<file path="src/hdl/rlht_pkg.sv">
package rlht_pkg;

  // Angles are in 1/128 degree; the CORDIC accumulator works in 2^-15 degree.
  localparam int ANGLE_ITERATIONS = 16;
  localparam int TABLE_LEN        = 24;
  localparam int FULL_TURN        = 46080;
  localparam int HALF_TURN        = 23040;
  localparam int Z_START          = 180 * 32768;
  localparam int ROUND_ADD        = 128;
  localparam int ROUND_SHIFT      = 8;
  localparam int SCALE_SHIFT      = 8;

  // Turn step = floor(turn_rate * elapsed_us / 1000000), at most 4294.
  // Divide by 64 with a shift, then by 15625 with a reciprocal multiply:
  // floor(q * RECIP_MUL / 2^RECIP_SHIFT) is exact for every 26-bit q.
  localparam int STEP_W      = 13;
  localparam int PROD_W      = 32;
  localparam int STEP_PRE    = 6;
  localparam int RECIP_W     = 27;
  localparam int RECIP_MUL   = 70368745;
  localparam int RECIP_SHIFT = 40;

  localparam int XY_W = 25;
  localparam int Z_W  = 26;
  localparam int ZR_W = Z_W - ROUND_SHIFT;

  localparam int N_LOOP = ANGLE_ITERATIONS;
  localparam int ITER_W = $clog2(N_LOOP);

  typedef enum logic [1:0] {
    CFG_CENTER_X  = 2'd0,
    CFG_CENTER_Y  = 2'd1,
    CFG_TURN_RATE = 2'd2
  } cfg_idx_e;

  typedef enum logic [2:0] {
    ST_IDLE,
    ST_ITER,
    ST_ROUND,
    ST_DIFF,
    ST_TURN
  } state_e;

  typedef struct packed {
    logic signed [11:0] target_x;
    logic signed [11:0] target_y;
    logic [15:0]        elapsed_us;
  } in_item_t;

  typedef struct packed {
    logic [15:0] heading;
    logic [15:0] target_bearing;
  } out_item_t;

  typedef struct packed {
    logic              load;
    logic              iter;
    logic [ITER_W-1:0] idx;
    logic              round;
    logic              diff;
    logic              turn;
  } dp_cmd_t;

  // atan(2^-i) in 2^-15 degree units
  function automatic logic signed [Z_W-1:0] atan_angle(input logic [4:0] i);
    logic signed [Z_W-1:0] a;
    unique case (i)
      5'd0:  a = Z_W'(1474560);
      5'd1:  a = Z_W'(870485);
      5'd2:  a = Z_W'(459940);
      5'd3:  a = Z_W'(233473);
      5'd4:  a = Z_W'(117189);
      5'd5:  a = Z_W'(58653);
      5'd6:  a = Z_W'(29333);
      5'd7:  a = Z_W'(14667);
      5'd8:  a = Z_W'(7334);
      5'd9:  a = Z_W'(3667);
      5'd10: a = Z_W'(1833);
      5'd11: a = Z_W'(917);
      5'd12: a = Z_W'(458);
      5'd13: a = Z_W'(229);
      5'd14: a = Z_W'(115);
      5'd15: a = Z_W'(57);
      5'd16: a = Z_W'(29);
      5'd17: a = Z_W'(14);
      5'd18: a = Z_W'(7);
      5'd19: a = Z_W'(4);
      5'd20: a = Z_W'(2);
      5'd21: a = Z_W'(1);
      default: a = '0;
    endcase
    return a;
  endfunction

endpackage

</file>
<file path="src/hdl/rlht_ctrl.sv">
module rlht_ctrl (
  input  logic              clk_i,
  input  logic              rst_ni,
  input  logic              in_valid_i,
  output logic              in_stall_o,
  output logic              out_valid_o,
  input  logic              out_stall_i,
  output rlht_pkg::dp_cmd_t cmd_o
);

  rlht_pkg::state_e               state_q, state_d;
  logic [rlht_pkg::ITER_W-1:0]    cnt_q, cnt_d;
  logic                           out_valid_q, out_valid_d;
  logic                           last_iter;
  logic                           turn_fire;

  assign last_iter = (cnt_q == rlht_pkg::ITER_W'(rlht_pkg::N_LOOP - 1));
  // The result register may be reloaded once its item leaves.
  assign turn_fire = (state_q == rlht_pkg::ST_TURN) && (!out_valid_q || !out_stall_i);

  always_comb begin
    state_d = state_q;
    cnt_d   = cnt_q;
    unique case (state_q)
      rlht_pkg::ST_IDLE: begin
        cnt_d = '0;
        if (in_valid_i) state_d = rlht_pkg::ST_ITER;
      end
      rlht_pkg::ST_ITER: begin
        cnt_d = cnt_q + 1'b1;
        if (last_iter) state_d = rlht_pkg::ST_ROUND;
      end
      rlht_pkg::ST_ROUND: state_d = rlht_pkg::ST_DIFF;
      rlht_pkg::ST_DIFF:  state_d = rlht_pkg::ST_TURN;
      rlht_pkg::ST_TURN: begin
        if (turn_fire) state_d = rlht_pkg::ST_IDLE;
      end
      default: state_d = rlht_pkg::ST_IDLE;
    endcase
  end

  always_comb begin
    cmd_o       = '0;
    cmd_o.idx   = cnt_q;
    cmd_o.load  = (state_q == rlht_pkg::ST_IDLE) && in_valid_i;
    cmd_o.iter  = (state_q == rlht_pkg::ST_ITER);
    cmd_o.round = (state_q == rlht_pkg::ST_ROUND);
    cmd_o.diff  = (state_q == rlht_pkg::ST_DIFF);
    cmd_o.turn  = turn_fire;
    in_stall_o  = (state_q != rlht_pkg::ST_IDLE);
  end

  assign out_valid_d = turn_fire || (out_valid_q && out_stall_i);
  assign out_valid_o = out_valid_q;

  always_ff @(posedge clk_i or negedge rst_ni) begin
    if (!rst_ni) begin
      state_q     <= rlht_pkg::ST_IDLE;
      cnt_q       <= '0;
      out_valid_q <= 1'b0;
    end else begin
      state_q     <= state_d;
      cnt_q       <= cnt_d;
      out_valid_q <= out_valid_d;
    end
  end

endmodule

</file>
<file path="src/hdl/rlht_dp.sv">
module rlht_dp (
  input  logic                clk_i,
  input  logic                rst_ni,
  input  logic                cfg_we_i,
  input  logic [1:0]          cfg_idx_i,
  input  logic [15:0]         cfg_data_i,
  input  rlht_pkg::in_item_t  in_item_i,
  input  rlht_pkg::dp_cmd_t   cmd_i,
  output rlht_pkg::out_item_t out_item_o
);

  localparam int XW = rlht_pkg::XY_W;
  localparam int ZW = rlht_pkg::Z_W;
  localparam int RW = rlht_pkg::ZR_W;
  localparam int PW = rlht_pkg::PROD_W;
  localparam int QW = rlht_pkg::STEP_W;
  localparam int NW = PW - rlht_pkg::STEP_PRE;
  localparam int MW = NW + rlht_pkg::RECIP_W;
  localparam logic [MW-1:0] RECIP_C = MW'(rlht_pkg::RECIP_MUL);

  logic [10:0] cx_q, cy_q;
  logic [15:0] rate_q;

  logic signed [XW-1:0] x_q, x_d, y_q, y_d;
  logic signed [ZW-1:0] z_q, z_d;
  logic [PW-1:0]        prod_q, prod_d;
  logic [QW-1:0]        step_q, step_d;
  logic [15:0]          bearing_q, bearing_d;
  logic [15:0]          diff_q, diff_d;
  logic [15:0]          heading_q, heading_d;
  rlht_pkg::out_item_t  out_q;

  // load-cycle signals
  logic signed [12:0]   dx, dy, dxa, dya;
  logic [PW-1:0]        prod;
  // iteration signals
  logic signed [XW-1:0] xs, ys;
  logic signed [ZW-1:0] ang;
  // turn step signals
  logic [NW-1:0]        prod_hi;
  logic [MW-1:0]        recip;
  // finishing signals
  logic signed [ZW-1:0] zsum, zshift;
  logic signed [RW-1:0] zr;
  logic [16:0]          dd, hup, hdn;
  logic [15:0]          arc_dist, turn_amt;

  always_ff @(posedge clk_i or negedge rst_ni) begin
    if (!rst_ni) begin
      cx_q   <= 11'd400;
      cy_q   <= 11'd300;
      rate_q <= 16'd1920;
    end else if (cfg_we_i) begin
      unique case (cfg_idx_i)
        rlht_pkg::CFG_CENTER_X:  cx_q   <= cfg_data_i[10:0];
        rlht_pkg::CFG_CENTER_Y:  cy_q   <= cfg_data_i[10:0];
        rlht_pkg::CFG_TURN_RATE: rate_q <= cfg_data_i;
        default: ;
      endcase
    end
  end

  always_comb begin
    dx   = signed'({in_item_i.target_x[11], in_item_i.target_x}) - signed'({2'b00, cx_q});
    dy   = signed'({in_item_i.target_y[11], in_item_i.target_y}) - signed'({2'b00, cy_q});
    dxa  = dx[12] ? -dx : dx;
    dya  = dx[12] ? -dy : dy;
    prod = PW'(rate_q) * PW'(in_item_i.elapsed_us);

    xs   = x_q >>> cmd_i.idx;
    ys   = y_q >>> cmd_i.idx;
    ang  = rlht_pkg::atan_angle(5'(cmd_i.idx));

    // divide by 64, then by 15625 through the reciprocal
    prod_hi = prod_q[PW-1:rlht_pkg::STEP_PRE];
    recip   = MW'(prod_hi) * RECIP_C;

    x_d    = x_q;
    y_d    = y_q;
    z_d    = z_q;
    prod_d = prod_q;
    step_d = step_q;
    if (cmd_i.load) begin
      x_d    = XW'(dxa) <<< rlht_pkg::SCALE_SHIFT;
      y_d    = XW'(dya) <<< rlht_pkg::SCALE_SHIFT;
      z_d    = dx[12] ? ZW'(rlht_pkg::Z_START) : '0;
      prod_d = prod;
    end else if (cmd_i.iter) begin
      // rotate toward the x axis; hold when already on it
      if (!y_q[XW-1] && (y_q != '0)) begin
        x_d = x_q + ys;
        y_d = y_q - xs;
        z_d = z_q + ang;
      end else if (y_q[XW-1]) begin
        x_d = x_q - ys;
        y_d = y_q + xs;
        z_d = z_q - ang;
      end
    end
    if (cmd_i.round) step_d = recip[rlht_pkg::RECIP_SHIFT +: QW];
  end

  always_comb begin
    zsum      = z_q + ZW'(rlht_pkg::ROUND_ADD);
    zshift    = zsum >>> rlht_pkg::ROUND_SHIFT;
    zr        = zshift[RW-1:0];
    bearing_d = zr[RW-1] ? 16'(zr + RW'(rlht_pkg::FULL_TURN)) : 16'(zr);

    dd     = {1'b0, bearing_q} - {1'b0, heading_q};
    diff_d = dd[16] ? 16'(dd + 17'(rlht_pkg::FULL_TURN)) : dd[15:0];

    // shortest arc; exactly half a turn goes the increasing way
    arc_dist = (diff_q <= 16'(rlht_pkg::HALF_TURN)) ? diff_q
             : 16'(rlht_pkg::FULL_TURN) - diff_q;
    turn_amt = (16'(step_q) < arc_dist) ? 16'(step_q) : arc_dist;
    hup      = {1'b0, heading_q} + {1'b0, turn_amt};
    hdn      = {1'b0, heading_q} - {1'b0, turn_amt};
    if (diff_q <= 16'(rlht_pkg::HALF_TURN)) begin
      heading_d = (hup >= 17'(rlht_pkg::FULL_TURN)) ? 16'(hup - 17'(rlht_pkg::FULL_TURN))
                : hup[15:0];
    end else begin
      heading_d = hdn[16] ? 16'(hdn + 17'(rlht_pkg::FULL_TURN)) : hdn[15:0];
    end
  end

  always_ff @(posedge clk_i) begin
    x_q    <= x_d;
    y_q    <= y_d;
    z_q    <= z_d;
    prod_q <= prod_d;
    step_q <= step_d;
    if (cmd_i.round) bearing_q <= bearing_d;
    if (cmd_i.diff)  diff_q    <= diff_d;
    if (cmd_i.turn) begin
      out_q.heading        <= heading_d;
      out_q.target_bearing <= bearing_q;
    end
  end

  always_ff @(posedge clk_i or negedge rst_ni) begin
    if (!rst_ni) begin
      heading_q <= '0;
    end else if (cmd_i.turn) begin
      heading_q <= heading_d;
    end
  end

  assign out_item_o = out_q;

endmodule

</file>
<file path="src/hdl/rate_limited_heading_tracker.sv">
// Rate-limited heading tracker.
// Input channel (in_valid_i / in_stall_o / in_item_i): a target point and the
// time since the last update. The block takes the bearing from the configured
// pivot to the target (CORDIC atan2, 1/128 degree, 0 to under 360 degrees) and
// turns its stored heading toward it along the shorter arc, by at most
// turn_rate * elapsed_us / 1e6, never past the bearing.
// Output channel (out_valid_o / out_stall_i / out_item_o): new heading and the
// bearing, one item for each input item.
// Sequence: 16 CORDIC iterations, then round with the turn step multiply,
// arc difference and turn. The block takes no new item while one is in
// work; the next item is taken the cycle after the turn.
// Configuration (cfg_we_i, cfg_idx_i, cfg_data_i): 0 center_x, 1 center_y,
// 2 turn_rate; other indexes are ignored. Write only while the block is idle.
// Reset: pivot (400, 300), turn_rate 1920, heading zero, no item pending.
// Receiver stall: the result holds in the output register; the block still
// takes and works one more item, then waits at the turn until the output
// register frees.
module rate_limited_heading_tracker (
  input  logic                clk_i,
  input  logic                rst_ni,
  input  logic                cfg_we_i,
  input  logic [1:0]          cfg_idx_i,
  input  logic [15:0]         cfg_data_i,
  input  logic                in_valid_i,
  output logic                in_stall_o,
  input  rlht_pkg::in_item_t  in_item_i,
  output logic                out_valid_o,
  input  logic                out_stall_i,
  output rlht_pkg::out_item_t out_item_o
);

  rlht_pkg::dp_cmd_t cmd;

  // Sequence load, iterate, round, difference and turn.
  rlht_ctrl u_ctrl (
    .clk_i       (clk_i),
    .rst_ni      (rst_ni),
    .in_valid_i  (in_valid_i),
    .in_stall_o  (in_stall_o),
    .out_valid_o (out_valid_o),
    .out_stall_i (out_stall_i),
    .cmd_o       (cmd)
  );

  // Hold config, heading, CORDIC vector, turn step and the result register.
  rlht_dp u_dp (
    .clk_i      (clk_i),
    .rst_ni     (rst_ni),
    .cfg_we_i   (cfg_we_i),
    .cfg_idx_i  (cfg_idx_i),
    .cfg_data_i (cfg_data_i),
    .in_item_i  (in_item_i),
    .cmd_i      (cmd),
    .out_item_o (out_item_o)
  );

endmodule

</file>
<file path="config.mk">
export PLATFORM = sky130hd
export DESIGN_NAME = rate_limited_heading_tracker
export DESIGN_NICKNAME = d
export VERILOG_FILES = /design/src/hdl/rlht_pkg.sv /design/src/hdl/rlht_ctrl.sv /design/src/hdl/rlht_dp.sv /design/src/hdl/rate_limited_heading_tracker.sv
export SDC_FILE = /design/constraint.sdc
export NUM_CORES = 2
export LEC_CHECK = 0
export BUFFER_PORTS_ARGS = -buffer_cell sky130_fd_sc_hd__buf_2
export CORE_ASPECT_RATIO = 1.5
export CORE_MARGIN = 5
export CORE_UTILIZATION = 67
export DETAILED_ROUTE_END_ITERATION = 12
export PLACE_DENSITY = 0.88
export SLEW_MARGIN = 20
export SYNTH_ARGS = -nofsm -noshare
export SYNTH_HDL_FRONTEND = slang
export SYNTH_SLANG_ARGS = --single-unit
export TNS_END_PERCENT = 100
</file>
<file path="constraint.sdc">
create_clock -name clk_i -period 12.05 [get_ports clk_i]
set_clock_uncertainty 0.15 [all_clocks]
set_input_delay 0.6025 -clock clk_i [delete_from_list [all_inputs] [get_ports clk_i]]
set_output_delay 0.6025 -clock clk_i [all_outputs]
set_load 0.02 [all_outputs]
</file>
==> summary.md <==
| Metric | Value |
|---|---|
| Result of the run | `finished, final reports clean` |
| Leading post-synthesis cells by cell area | `fa_1 (22%), ha_1 (17%), edfxtp_1 (12%), inv_1 (6.8%), nand2_1 (3.6%)` |
| RD Place Congestion | `0.990` |
| Sum of routed wire length over all layers | `107000 microns` |
| Class of the most critical hold timing path | `in -> reg` |
| Number of hold buffers added after CTS | `1` |
| Starting utilization of the core area | `67.5%` |
| CP required | `12.43 ns` |
| Synth Register Bits | `241` |
| Fraction of synthesis flops using an asynchronous set or reset pin | `25.7%` |
| Worst R2R Path Depth | `32` |
| Ys Warns | `0` |
| Final #Nets | `5503` |
| Met2 Resource Use GR | `59.3%` |
| Instance area at placement | `0.0416 sq mm` |
| Detailed-router iteration count before antenna repair | `8` |
| Fill cell instance count of the final layout | `4401` |
| Area of all placed cells without fillers | `0.0425 sq mm` |
| Worst path arrival time | `9.21 ns` |
| Number of buffers added by the clock tree synthesis step | `27` |
| Remaining Overflow, GRT | `0` |
| Worst-case register-to-register setup slack | `3.22 ns` |
| Met1 GRT Util | `35.0%` |
| Clock latency at the later pin of the worst-skew pair | `0.60 ns` |
| Seq. cell area | `0.00679 sq mm` |
| Biggest cell delay along the critical path | `0.59 ns` |
| Mean instance size in the synthesized netlist | `9.15 sq um` |
| Signed area change from the synthesized netlist to the final layout | `4.95%` |
| Worst slew margin relative to its limit | `32.6%` |
| CP most frequent cell | `o21ai_0` |
| Post-CTS repair timing setup buffer count | `0` |
| Number of rows created at floorplan | `110` |
| Final worst path period need | `8.83 ns` |
| Global-route wire length before repair | `173000 microns` |
| 1st-iter DRT viols | `2403` |
| Top-count cell post-synth | `inv_1` |
| Die boundary height | `311 microns` |
| Clock root cell | `clkbuf_16` |
| Kind of end point of the critical path | `flop` |
| Primary flip-flop cell chosen by synthesis mapping | `edfxtp_1` |
| Post-route setup TNS | `0 ns` |
| Dpl hpwl | `85300 microns` |
| Number of cells traversed by the worst hold path | `2` |
| Antenna diodes | `0` |
| Critical Path Slowest Stage Cell | `or4_1` |
| Total of max-cap violations | `0` |
| Capturing point of the worst reg2reg path | `u_dp.heading_q[14]` |
| Synth cell count leaders | `inv_1 (735), ha_1 (549), fa_1 (445)` |
| Clock tree from TritonCTS | `done` |
| Aggregate global-route resource usage | `32.5%` |
| Measured slew at the worst slew-check pin | `1.01 ns` |
| Fin. Hold Viols | `0` |
| Summed instance area of the synthesized netlist | `0.0405 sq mm` |
| CTS clk-pin slew, worst paths | `0.06 ns` |
| Gr busiest metal | `met2` |
| Largest net degree at the start of global routing | `93` |
| Setup CP Type | `reg -> reg` |
| # setup viols final | `0` |
| Setup repair after global routing missed its margin | `no` |
| RR Startpoint | `u_dp.diff_q[4]` |
| Beginning of the worst hold path | `cfg_data_i[13]` |
| Post-route clock period utilization | `73.3%` |
| DRC violations left | `0` |
| Fraction of synthesized cell area taken by the top area cell type | `22.0%` |
| Number of port buffers | `96` |
| Ratio of routed vias to standard cells | `6.26` |
| DR WL/cell | `20.4 microns` |
| Initial antenna violation count | `0` |
| End of the worst hold path | `u_dp.rate_q[13]` |
| Overall die area | `0.0656 sq mm` |
| Type of element launching the critical path | `flop` |
| Share of layout cells above drive strength 1 | `7.23%` |
| Pre-CTS worst setup slack | `3.33 ns` |
| Sequential-to-total area share from yosys stat | `16.7%` |
| Maximum buffer depth of the clock tree | `3` |
| Cell count after synthesis | `4432` |
| Top Ports | `97` |
| Largest area contributor in the synthesized netlist | `fa_1` |
| Yosys cell types | `97` |
| Placeable core region | `0.0600 sq mm` |
| Maximum level of the CTS H-tree | `1` |
| Total via count in the routed design | `32900` |
| Crit Path Max Fanout | `25` |
| Count of nets left with antenna violations after detail routing | `0` |
| Sink Count | `241` |
| Number of max-slew violations in the final report | `0` |
| GRT met3 Usage | `4.05%` |
| Number of enable flip-flop cells after synthesis | `163` |
| Setup WS post-layout | `3.22 ns` |
| Multi-input gate area in the final layout | `0.0304 sq mm` |
| Die Wd | `211 microns` |
| Vias in the first global route | `34800` |
| Number of gates given a new drive strength after cts | `0` |
| Highest Clock Rate | `0.113 GHz` |
-- per-layer routing --
metal	vias to the layer above	routed length, microns
li1	14900	-
met1	15700	36500
met2	1598	55300
met3	594	6610
met4	0	8960
met5	-	0
-- sequential cells by signal, indices dropped and copies added (netlist names) --
name	count
u_dp.y_q	25
u_ctrl.cnt_q	4
u_dp.diff_q	16
u_ctrl.out_valid_o	1
u_dp.z_q	26
u_dp.cy_q	11
u_dp.step_q	13
u_dp.x_q	25
u_dp.rate_q	16
u_ctrl.state_q	3
u_dp.cx_q	11
u_dp.prod_q	26
u_dp.out_item_o	32
u_dp.bearing_q	16
u_dp.heading_q	16
-- final cells by class --
class / instances / share of cell area (%)
tap: 784 / 2.31
multi-input combinational: 3317 / 71.5
clock buffer: 38 / 1.81
clock inverter: 12 / 0.338
inverter: 740 / 6.53
timing repair buffer: 119 / 1.54
sequential: 241 / 16.0
-- logic make-up (layout without fill, tap and decap cells) --
logic type / Yosys count / in the layout / share of synthesized area, %
xor gates and xnor gates: 256 / 256 / 5.55
DFF: 241 / 241 / 16.7
other: 2 / 6 / 0.0185
AOI/OAI and AO/OA: 820 / 820 / 12.7
buffers and inverters: 878 / 909 / 8.29
muxes: 160 / 160 / 5.07
adders and majority gates: 994 / 994 / 38.9
and+or+nand+nor: 1081 / 1081 / 12.7
-- placed cells by master (no fill, tap or decap), types with 94 or more instances in the layout --
| cell type | instances |
|---|---|
| inv_1 | 734 |
| a21oi_1 | 226 |
| ha_1 | 549 |
| xor2_1 | 94 |
| nor2_1 | 231 |
| o21ai_0 | 198 |
| xnor2_1 | 161 |
| nand2_1 | 389 |
| edfxtp_1 | 163 |
| fa_1 | 445 |
| buf_2 | 96 |
| and2_1 | 102 |
-- critical path: cells and delay by family, from the launching register on --
kind | cells | cell delay (ns)
AND/OR/NAND/NOR | 8 | 3.14
buffers and inverters | 4 | 0.60
flip-flops | 1 | 0.46
multiplexers | 3 | 0.73
AO/OA/AOI/OAI | 14 | 2.67
adder cells (fa/ha/maj) | 3 | 0.98
-- per-stage QoR --
step                      util [%]  cells  hold slack [ns]
after CTS                     70.9   5251           0.0812
after detailed placement      69.4   5200            0.303
after global placement        69.4   5200            0.317
after global routing          70.9   5251            0.106
final                         70.9   5251           0.0972
after floorplan                  -   4436            0.157
-- how the worst max path moves through the flow --
stage / from / to / slack, ns
3_3_place_gp: u_dp.diff_q[6] / u_dp.heading_q[14] / 3.35
2_1_floorplan: u_dp.diff_q[6] / u_dp.heading_q[14] / 4.38
5_1_grt: u_dp.diff_q[4] / u_dp.heading_q[14] / 2.50
4_1_cts: u_dp.diff_q[6] / u_dp.heading_q[14] / 3.27
6_report: u_dp.diff_q[4] / u_dp.heading_q[14] / 3.22
3_5_place_dp: u_dp.diff_q[4] / u_dp.heading_q[14] / 3.33
Power is left out: the tool's default activity adds up to more than one toggle a clock period on the data nets, which glitch-free logic cannot reach.
